===== src/hdl/shpf_pkg.sv =====
package shpf_pkg;

	// Link byte codes and frame constants.
	localparam logic [7:0] START_BYTE  = 8'h9B;
	localparam logic [7:0] END_BYTE    = 8'h9D;
	localparam logic [7:0] HEIGHT_KIND = 8'h12;
	localparam logic [7:0] HEIGHT_LEN  = 8'd7;
	localparam int unsigned POINT_IDX  = 7;
	localparam logic [3:0] HYPHEN_CODE = 4'd10;

	localparam int unsigned HEIGHT_W = 14;
	localparam int unsigned HIST_DEPTH = 5;

	typedef logic [HEIGHT_W-1:0] height_t;

	// One result from the parser toward the output register.
	typedef struct packed {
		logic    hit;
		height_t height;
	} result_t;

	// Seven-segment decode of bits 6..0; the decimal point is ignored here.
	function automatic logic [3:0] seg_digit(input logic [7:0] pat);
		logic [3:0] d;
		begin
			unique case (pat[6:0])
				7'h3F: d = 4'd0;
				7'h06: d = 4'd1;
				7'h5B: d = 4'd2;
				7'h4F: d = 4'd3;
				7'h66: d = 4'd4;
				7'h6D: d = 4'd5;
				7'h7D: d = 4'd6;
				7'h07: d = 4'd7;
				7'h7F: d = 4'd8;
				7'h6F: d = 4'd9;
				7'h40: d = HYPHEN_CODE;
				default: d = 4'd0;
			endcase
			return d;
		end
	endfunction

endpackage


===== src/hdl/seven_segment_height_frame_parser_core.sv =====
// Path: an accepted byte waits in the input register; when it ends a frame with a new height,
// it sets m_tvalid from the result register once that register is free.
// Throughput: one byte per cycle while no result waits; while a result waits, one more request is
// taken into the input register and then s_tready drops until the result is taken.
// Reset: arst_n clears the byte history, frame state, held and published heights, and
// both valid flags at once; the block is ready for bytes as soon as reset is released.
module seven_segment_height_frame_parser_core import shpf_pkg::*; (
	input  logic        clk,
	input  logic        arst_n,
	input  logic        s_tvalid,
	output logic        s_tready,
	input  logic [7:0]  s_tdata,   // [7:0] rx_byte
	output logic        m_tvalid,
	input  logic        m_tready,
	output logic [15:0] m_tdata    // [13:0] height_tenths, [15:14] zero
);

	logic       valid_s1;
	logic [7:0] byte_s1;
	logic       out_valid_q;
	height_t    height_q;
	logic       out_free;
	logic       s1_fire;
	result_t    result;

	assign out_free = !out_valid_q || m_tready;
	assign s1_fire = valid_s1 && out_free;
	assign s_tready = !valid_s1 || out_free;

	// Input register.
	always_ff @(posedge clk or negedge arst_n) begin
		if (!arst_n) begin
			valid_s1 <= 1'b0;
		end else if (s_tvalid && s_tready) begin
			valid_s1 <= 1'b1;
		end else if (s1_fire) begin
			valid_s1 <= 1'b0;
		end
	end

	always_ff @(posedge clk) begin
		if (s_tvalid && s_tready) begin
			byte_s1 <= s_tdata;
		end
	end

	shpf_parse u_parse (
		.clk     (clk),
		.arst_n  (arst_n),
		.step_en (s1_fire),
		.rx_byte (byte_s1),
		.result  (result)
	);

	// Result register.
	always_ff @(posedge clk or negedge arst_n) begin
		if (!arst_n) begin
			out_valid_q <= 1'b0;
		end else if (s1_fire) begin
			out_valid_q <= result.hit;
		end else if (m_tready) begin
			out_valid_q <= 1'b0;
		end
	end

	always_ff @(posedge clk) begin
		if (s1_fire && result.hit) begin
			height_q <= result.height;
		end
	end

	assign m_tvalid = out_valid_q;
	assign m_tdata = {2'b00, height_q};

endmodule


===== src/hdl/shpf_parse.sv =====
module shpf_parse import shpf_pkg::*; (
	input  logic       clk,
	input  logic       arst_n,
	input  logic       step_en,
	input  logic [7:0] rx_byte,
	output result_t    result
);

	logic [7:0] hist_q [HIST_DEPTH];
	logic [7:0] frame_length_q;
	logic [7:0] frame_kind_q;
	logic       frame_good_q;
	height_t    current_height_q;
	height_t    published_height_q;

	logic [7:0] len_n;
	logic [7:0] kind_n;
	logic       good_n;
	height_t    cur_n;
	logic [3:0] d_hi;
	logic [3:0] d_mid;
	logic [3:0] d_lo;
	logic [10:0] sum_units;
	height_t    sum_tenths;

	// Digit decode of a height frame: hundreds, tens, then the incoming units byte.
	always_comb begin
		d_hi = seg_digit(hist_q[1]);
		d_mid = seg_digit(hist_q[0]);
		d_lo = seg_digit(rx_byte);
		sum_units = 11'(d_hi) * 11'd100 + 11'(d_mid) * 11'd10 + 11'(d_lo);
		if (hist_q[0][POINT_IDX]) begin
			sum_tenths = HEIGHT_W'(sum_units);
		end else begin
			sum_tenths = HEIGHT_W'(sum_units) * HEIGHT_W'(10);
		end
	end

	// Frame tracking in the order the link protocol checks positions.
	always_comb begin
		len_n = frame_length_q;
		kind_n = frame_kind_q;
		good_n = frame_good_q;
		cur_n = current_height_q;
		if (rx_byte == START_BYTE) begin
			len_n = '0;
			good_n = 1'b0;
		end
		if (hist_q[0] == START_BYTE) begin
			len_n = rx_byte;
		end
		if (hist_q[1] == START_BYTE) begin
			kind_n = rx_byte;
		end
		if (hist_q[2] == START_BYTE && kind_n == HEIGHT_KIND && len_n == HEIGHT_LEN
				&& rx_byte != 8'd0) begin
			good_n = 1'b1;
		end
		if (hist_q[4] == START_BYTE && good_n && d_mid != HYPHEN_CODE) begin
			cur_n = sum_tenths;
		end
	end

	// Publish on the end byte when the height is new and nonzero.
	assign result.hit = (rx_byte == END_BYTE) && (cur_n != '0) && (cur_n != published_height_q);
	assign result.height = cur_n;

	// State update once per processed byte.
	always_ff @(posedge clk or negedge arst_n) begin
		if (!arst_n) begin
			for (int i = 0; i < HIST_DEPTH; i++) begin
				hist_q[i] <= '0;
			end
			frame_length_q <= '0;
			frame_kind_q <= '0;
			frame_good_q <= 1'b0;
			current_height_q <= '0;
			published_height_q <= '0;
		end else if (step_en) begin
			for (int i = HIST_DEPTH - 1; i > 0; i--) begin
				hist_q[i] <= hist_q[i-1];
			end
			hist_q[0] <= rx_byte;
			frame_length_q <= len_n;
			frame_kind_q <= kind_n;
			frame_good_q <= good_n;
			current_height_q <= cur_n;
			if (result.hit) begin
				published_height_q <= cur_n;
			end
		end
	end

endmodule

===== config.mk =====
export PLATFORM = sky130hd
export DESIGN_NAME = seven_segment_height_frame_parser_core
export DESIGN_NICKNAME = d
export VERILOG_FILES = /design/src/hdl/shpf_pkg.sv /design/src/hdl/seven_segment_height_frame_parser_core.sv /design/src/hdl/shpf_parse.sv
export SDC_FILE = /design/constraint.sdc
export NUM_CORES = 1
export LEC_CHECK = 0
export BUFFER_PORTS_ARGS = -buffer_cell sky130_fd_sc_hd__clkbuf_2
export CAP_MARGIN = 20
export CELL_PAD_IN_SITES_DETAIL_PLACEMENT = 1
export CELL_PAD_IN_SITES_GLOBAL_PLACEMENT = 1
export CORE_MARGIN = 1.5
export CORE_UTILIZATION = 30
export CTS_BUF_LIST = sky130_fd_sc_hd__clkbuf_8
export DETAILED_ROUTE_END_ITERATION = 16
export GPL_ROUTABILITY_DRIVEN = 0
export HOLD_SLACK_MARGIN = 0.06
export PLACE_DENSITY = 0.53
export SKIP_LAST_GASP = 1
export SLEW_MARGIN = 20
export SYNTH_ARGS = -nofsm -noshare
export SYNTH_HDL_FRONTEND = slang
export SYNTH_HIERARCHICAL = 1
export SYNTH_SLANG_ARGS = --single-unit

===== constraint.sdc =====
create_clock -name clk -period 20.7 [get_ports clk]
set_clock_uncertainty 0.1 [all_clocks]
set_input_delay 2.07 -clock clk [delete_from_list [all_inputs] [get_ports clk]]
set_output_delay 2.07 -clock clk [all_outputs]
set_load 0.05 [all_outputs]

==> flow_metrics.env <==
export IMPL_remaining_drc_errors=0
export IMPL_port_buffer_count=27
export IMPL_crit_path_frequent_cell="sky130_fd_sc_hd__ha_1"
export IMPL_vdd_ir_drop_worst_mv=0.0357
export IMPL_critical_path_class="reg -> reg"
export IMPL_cts_made_buffers=9
export IMPL_final_net_count=760
export IMPL_antenna_diode_count=0
export IMPL_drtIter0Drc=260
export IMPL_floorplan_core_area_mm2=0.0233
export IMPL_clock_sinks=109
export IMPL_synth_main_ff_cell="sky130_fd_sc_hd__dfrtp_1"
export IMPL_crit_path_end_kind="flip-flop"
export IMPL_ctsLongestPathBuffers=2
export IMPL_cts_repair_resize_count=0
export IMPL_cts_reportedPaths_clkPinSlew_ps=110
export IMPL_floorplan_initialDensity_pct=30.4
export IMPL_grt_antenna_before_repair=0
export IMPL_critPathLaunchType="flip-flop"
export IMPL_tightest_slew_ps=1110
export IMPL_grt_total_usage_pct=17.0
export IMPL_grt_setup_unrepaired="false"
export IMPL_worst_path_max_fanout=14
export IMPL_grt_overflow_total=0
export IMPL_max_slew_margin_rel_pct=25.7
export IMPL_min_delay_path_class="reg -> reg"
export IMPL_hold_slack_ps=415
export IMPL_finalHoldViolations=0
export IMPL_syn_instance_count=693
export IMPL_pwr_density_cell_mw_per_mm2=68.0
export IMPL_layoutNonFillerInstCount=1025
export IMPL_postSynthRegisterBits=109
export IMPL_netlist_cell_type_count=78
export IMPL_cap_viol_max_count=0
export IMPL_synth_yosys_warnings=6
export IMPL_wire_length_of_the_first_global_routing_pass_um=32100
export IMPL_fin_setup_tns_ps=0
export IMPL_clock_tree_root_cell="sky130_fd_sc_hd__clkbuf_8"
export IMPL_drt_wl_total_um=19700
export IMPL_synth_avg_cell_area_um2=10.2
export IMPL_p_leak_nw=3.40
export IMPL_max_freq_ghz=0.126
export IMPL_detailed_route_via_count=5354
export IMPL_final_core_util_pct=32.9
export IMPL_report_final_slew_viol_count=0
export IMPL_die_area_mm2=0.0245
export IMPL_timing_critical_path_slowest_stage_cell="sky130_fd_sc_hd__nor4b_4"
export IMPL_postRouteAntennaNets=0
export IMPL_horizontal_extent_of_the_die_um=157
export IMPL_cpPeakStageDelay_ps=960
export IMPL_die_height_um=157
export IMPL_syn_to_final_growth_pct=8.50
export IMPL_worstPathArrival_ps=8120
export IMPL_postCtsHoldBufs=0
export IMPL_dp_hpwl_um=15100
export IMPL_num_rows=56
export IMPL_total_power_uw=522
export IMPL_via_count_of_the_first_global_routing_pass=5689
export IMPL_setup_viol_count_final=0
export IMPL_post_route_cells_drive_above_1_share_pct=17.8
export IMPL_min_period_ps=7930
export IMPL_drt_pass1_iter_count=4
export IMPL_synth_seq_area_share_pct=40.1
export IMPL_synthArstFlopShare_pct=79.8
export IMPL_placedCellCount=1009
export IMPL_cts_htree_levels=3
export IMPL_post_synth_instance_area_mm2=0.00708
export IMPL_grt_max_degree=63
export IMPL_cp_required_ps=20890
export IMPL_synth_edff_count=22
export IMPL_floorplan_io_pins=30
export IMPL_vias_per_cell=5.22
export IMPL_post_cts_setup_buffer_count=0
export IMPL_run_status="completed"
export IMPL_clk_latency_ps=390
export IMPL_wl_per_cell_um=19.2
export IMPL_final_period_utilization_pct=38.3
export IMPL_cts_tree="done"
[metrics by stage]
stage | setup slack (ps) | cell area (µm²)
final | 12770 | 7690
after global routing | 12200 | 7690
after CTS | 12740 | 7690
after detailed placement | 12750 | 7490
after global placement | 12990 | 7490
after floorplan | 13680 | 7090
[path summary, 6_finish.rpt]
check,from,depth (start not counted),slack (ps),end
max in group asynchronous,arst_n,2,17850,u_parse/frame_kind_q[4]
max,u_parse/hist_q[38],31,12770,u_parse/published_height_q[0]
min reg2reg,u_parse/hist_q[2],1,410,u_parse/hist_q[2]
min,u_parse/hist_q[2],1,410,u_parse/hist_q[2]
min in group asynchronous,arst_n,1,1480,u_parse/current_height_q[9]
max reg2reg,u_parse/hist_q[38],31,12770,u_parse/published_height_q[0]
[placed cells by master, fill, tap and decap left out, types with 5 or more instances in the layout]
| master | netlist | final |
|---|---|---|
| sky130_fd_sc_hd__dfrtp_1 | 87 | 87 |
| sky130_fd_sc_hd__mux2_2 | 62 | 62 |
| sky130_fd_sc_hd__nand2_1 | 48 | 48 |
| sky130_fd_sc_hd__inv_1 | 43 | 43 |
| sky130_fd_sc_hd__ha_1 | 41 | 41 |
| sky130_fd_sc_hd__o21ai_0 | 39 | 39 |
| sky130_fd_sc_hd__nor2_1 | 37 | 37 |
| sky130_fd_sc_hd__clkbuf_2 | 0 | 26 |
| sky130_fd_sc_hd__a21oi_1 | 23 | 23 |
| sky130_fd_sc_hd__edfxtp_1 | 22 | 22 |
| sky130_fd_sc_hd__nand3_1 | 14 | 14 |
| sky130_fd_sc_hd__xnor2_1 | 14 | 14 |
| sky130_fd_sc_hd__nand2b_1 | 12 | 12 |
| sky130_fd_sc_hd__nor3_1 | 12 | 12 |
| sky130_fd_sc_hd__and3_1 | 10 | 10 |
| sky130_fd_sc_hd__xor2_1 | 10 | 10 |
| sky130_fd_sc_hd__mux2i_1 | 10 | 10 |
| sky130_fd_sc_hd__a22o_1 | 10 | 10 |
| sky130_fd_sc_hd__mux2_1 | 10 | 10 |
| sky130_fd_sc_hd__clkbuf_8 | 0 | 9 |
| sky130_fd_sc_hd__nor2b_1 | 8 | 8 |
| sky130_fd_sc_hd__nor4_1 | 8 | 8 |
| sky130_fd_sc_hd__o211ai_1 | 8 | 8 |
| sky130_fd_sc_hd__or2_2 | 7 | 7 |
| sky130_fd_sc_hd__nand4_1 | 7 | 7 |
| sky130_fd_sc_hd__or3_1 | 7 | 7 |
| sky130_fd_sc_hd__buf_4 | 2 | 6 |
| sky130_fd_sc_hd__a31oi_1 | 6 | 6 |
| sky130_fd_sc_hd__fa_1 | 6 | 6 |
| sky130_fd_sc_hd__nor4b_1 | 5 | 5 |
| sky130_fd_sc_hd__a211oi_1 | 5 | 5 |
| sky130_fd_sc_hd__a21o_1 | 5 | 5 |
| sky130_fd_sc_hd__and2_1 | 6 | 5 |
| sky130_fd_sc_hd__o22ai_1 | 5 | 5 |
[Yosys cell counts (6+ instances only)]
cell type | count | area [µm²]
sky130_fd_sc_hd__a21oi_1 | 23 | 115
sky130_fd_sc_hd__a22o_1 | 10 | 87.6
sky130_fd_sc_hd__a31oi_1 | 6 | 37.5
sky130_fd_sc_hd__and2_1 | 6 | 37.5
sky130_fd_sc_hd__and3_1 | 10 | 62.6
sky130_fd_sc_hd__buf_2 | 6 | 30.0
sky130_fd_sc_hd__clkbuf_1 | 22 | 82.6
sky130_fd_sc_hd__dfrtp_1 | 87 | 2180
sky130_fd_sc_hd__edfxtp_1 | 22 | 661
sky130_fd_sc_hd__fa_1 | 6 | 120
sky130_fd_sc_hd__ha_1 | 41 | 513
sky130_fd_sc_hd__inv_1 | 43 | 161
sky130_fd_sc_hd__mux2_1 | 10 | 113
sky130_fd_sc_hd__mux2_2 | 62 | 698
sky130_fd_sc_hd__mux2i_1 | 10 | 100
sky130_fd_sc_hd__nand2_1 | 48 | 180
sky130_fd_sc_hd__nand2b_1 | 12 | 75.1
sky130_fd_sc_hd__nand3_1 | 14 | 70.1
sky130_fd_sc_hd__nand4_1 | 7 | 43.8
sky130_fd_sc_hd__nor2_1 | 37 | 139
sky130_fd_sc_hd__nor2b_1 | 8 | 50.1
sky130_fd_sc_hd__nor3_1 | 12 | 60.1
sky130_fd_sc_hd__nor4_1 | 8 | 50.1
sky130_fd_sc_hd__o211ai_1 | 8 | 60.1
sky130_fd_sc_hd__o21ai_0 | 39 | 195
sky130_fd_sc_hd__or2_2 | 7 | 43.8
sky130_fd_sc_hd__or3_1 | 7 | 43.8
sky130_fd_sc_hd__xnor2_1 | 14 | 123
sky130_fd_sc_hd__xor2_1 | 10 | 87.6
[where the power goes]
group          switching [mW]  internal, mW  leakage, nW
Clock                  0.0839        0.0465       0.0907
Sequential             0.0251         0.243         1.30
Combinational          0.0688        0.0552         2.01
[kinds of logic after synthesis]
group | after synthesis | share of synthesized area (%)
flip-flops | 109 | 40.1
AO/OA/AOI/OAI | 139 | 13.3
XOR/XNOR | 24 | 2.97
AND/OR/NAND/NOR | 212 | 17.1
other | 1 | 0.0529
buffers and inverters | 79 | 4.68
multiplexers | 82 | 12.9
adder cells (fa/ha/maj) | 47 | 8.94
[registers in the layout, summed over array words and instances, names as in the netlist, 8 cells and up]
signal                      count
byte_s1                         8
height_q                       14
u_parse/current_height_q       14
u_parse/frame_kind_q            8
u_parse/frame_length_q          8
u_parse/hist_q                 40
u_parse/published_height_q     14
[critical path: cells and delay by family, from the launching register on]
kind	cells	cell delay (ps)
simple gates	11	2660
compound gates	8	1690
fa+ha+maj	7	1960
flops	1	510
buf+inv	3	210
mux	1	430
xor+xnor	1	280
[final cells by class]
type,instances,area (µm²)
repair buffers,32,175
clock inverters,7,68.8
inverters,43,161
flip-flops and latches,109,2840
clock buffers,9,124
well taps,319,399
fillers,2663,15600
multi-input cells,506,3920
[routing by layer]
| layer | global-route usage (%) | part of all wire, % | vias to the layer above |
|---|---|---|---|
| met1 | 23.8 | 50 | 2733 |
| met5 | 0 | 0 | - |
| li1 | - | - | 2543 |
| met4 | 4.94 | 1.7 | 0 |
| met2 | 27.1 | 47 | 57 |
| met3 | 2.49 | 2.2 | 21 |
Power figures use the tool's default switching activity.
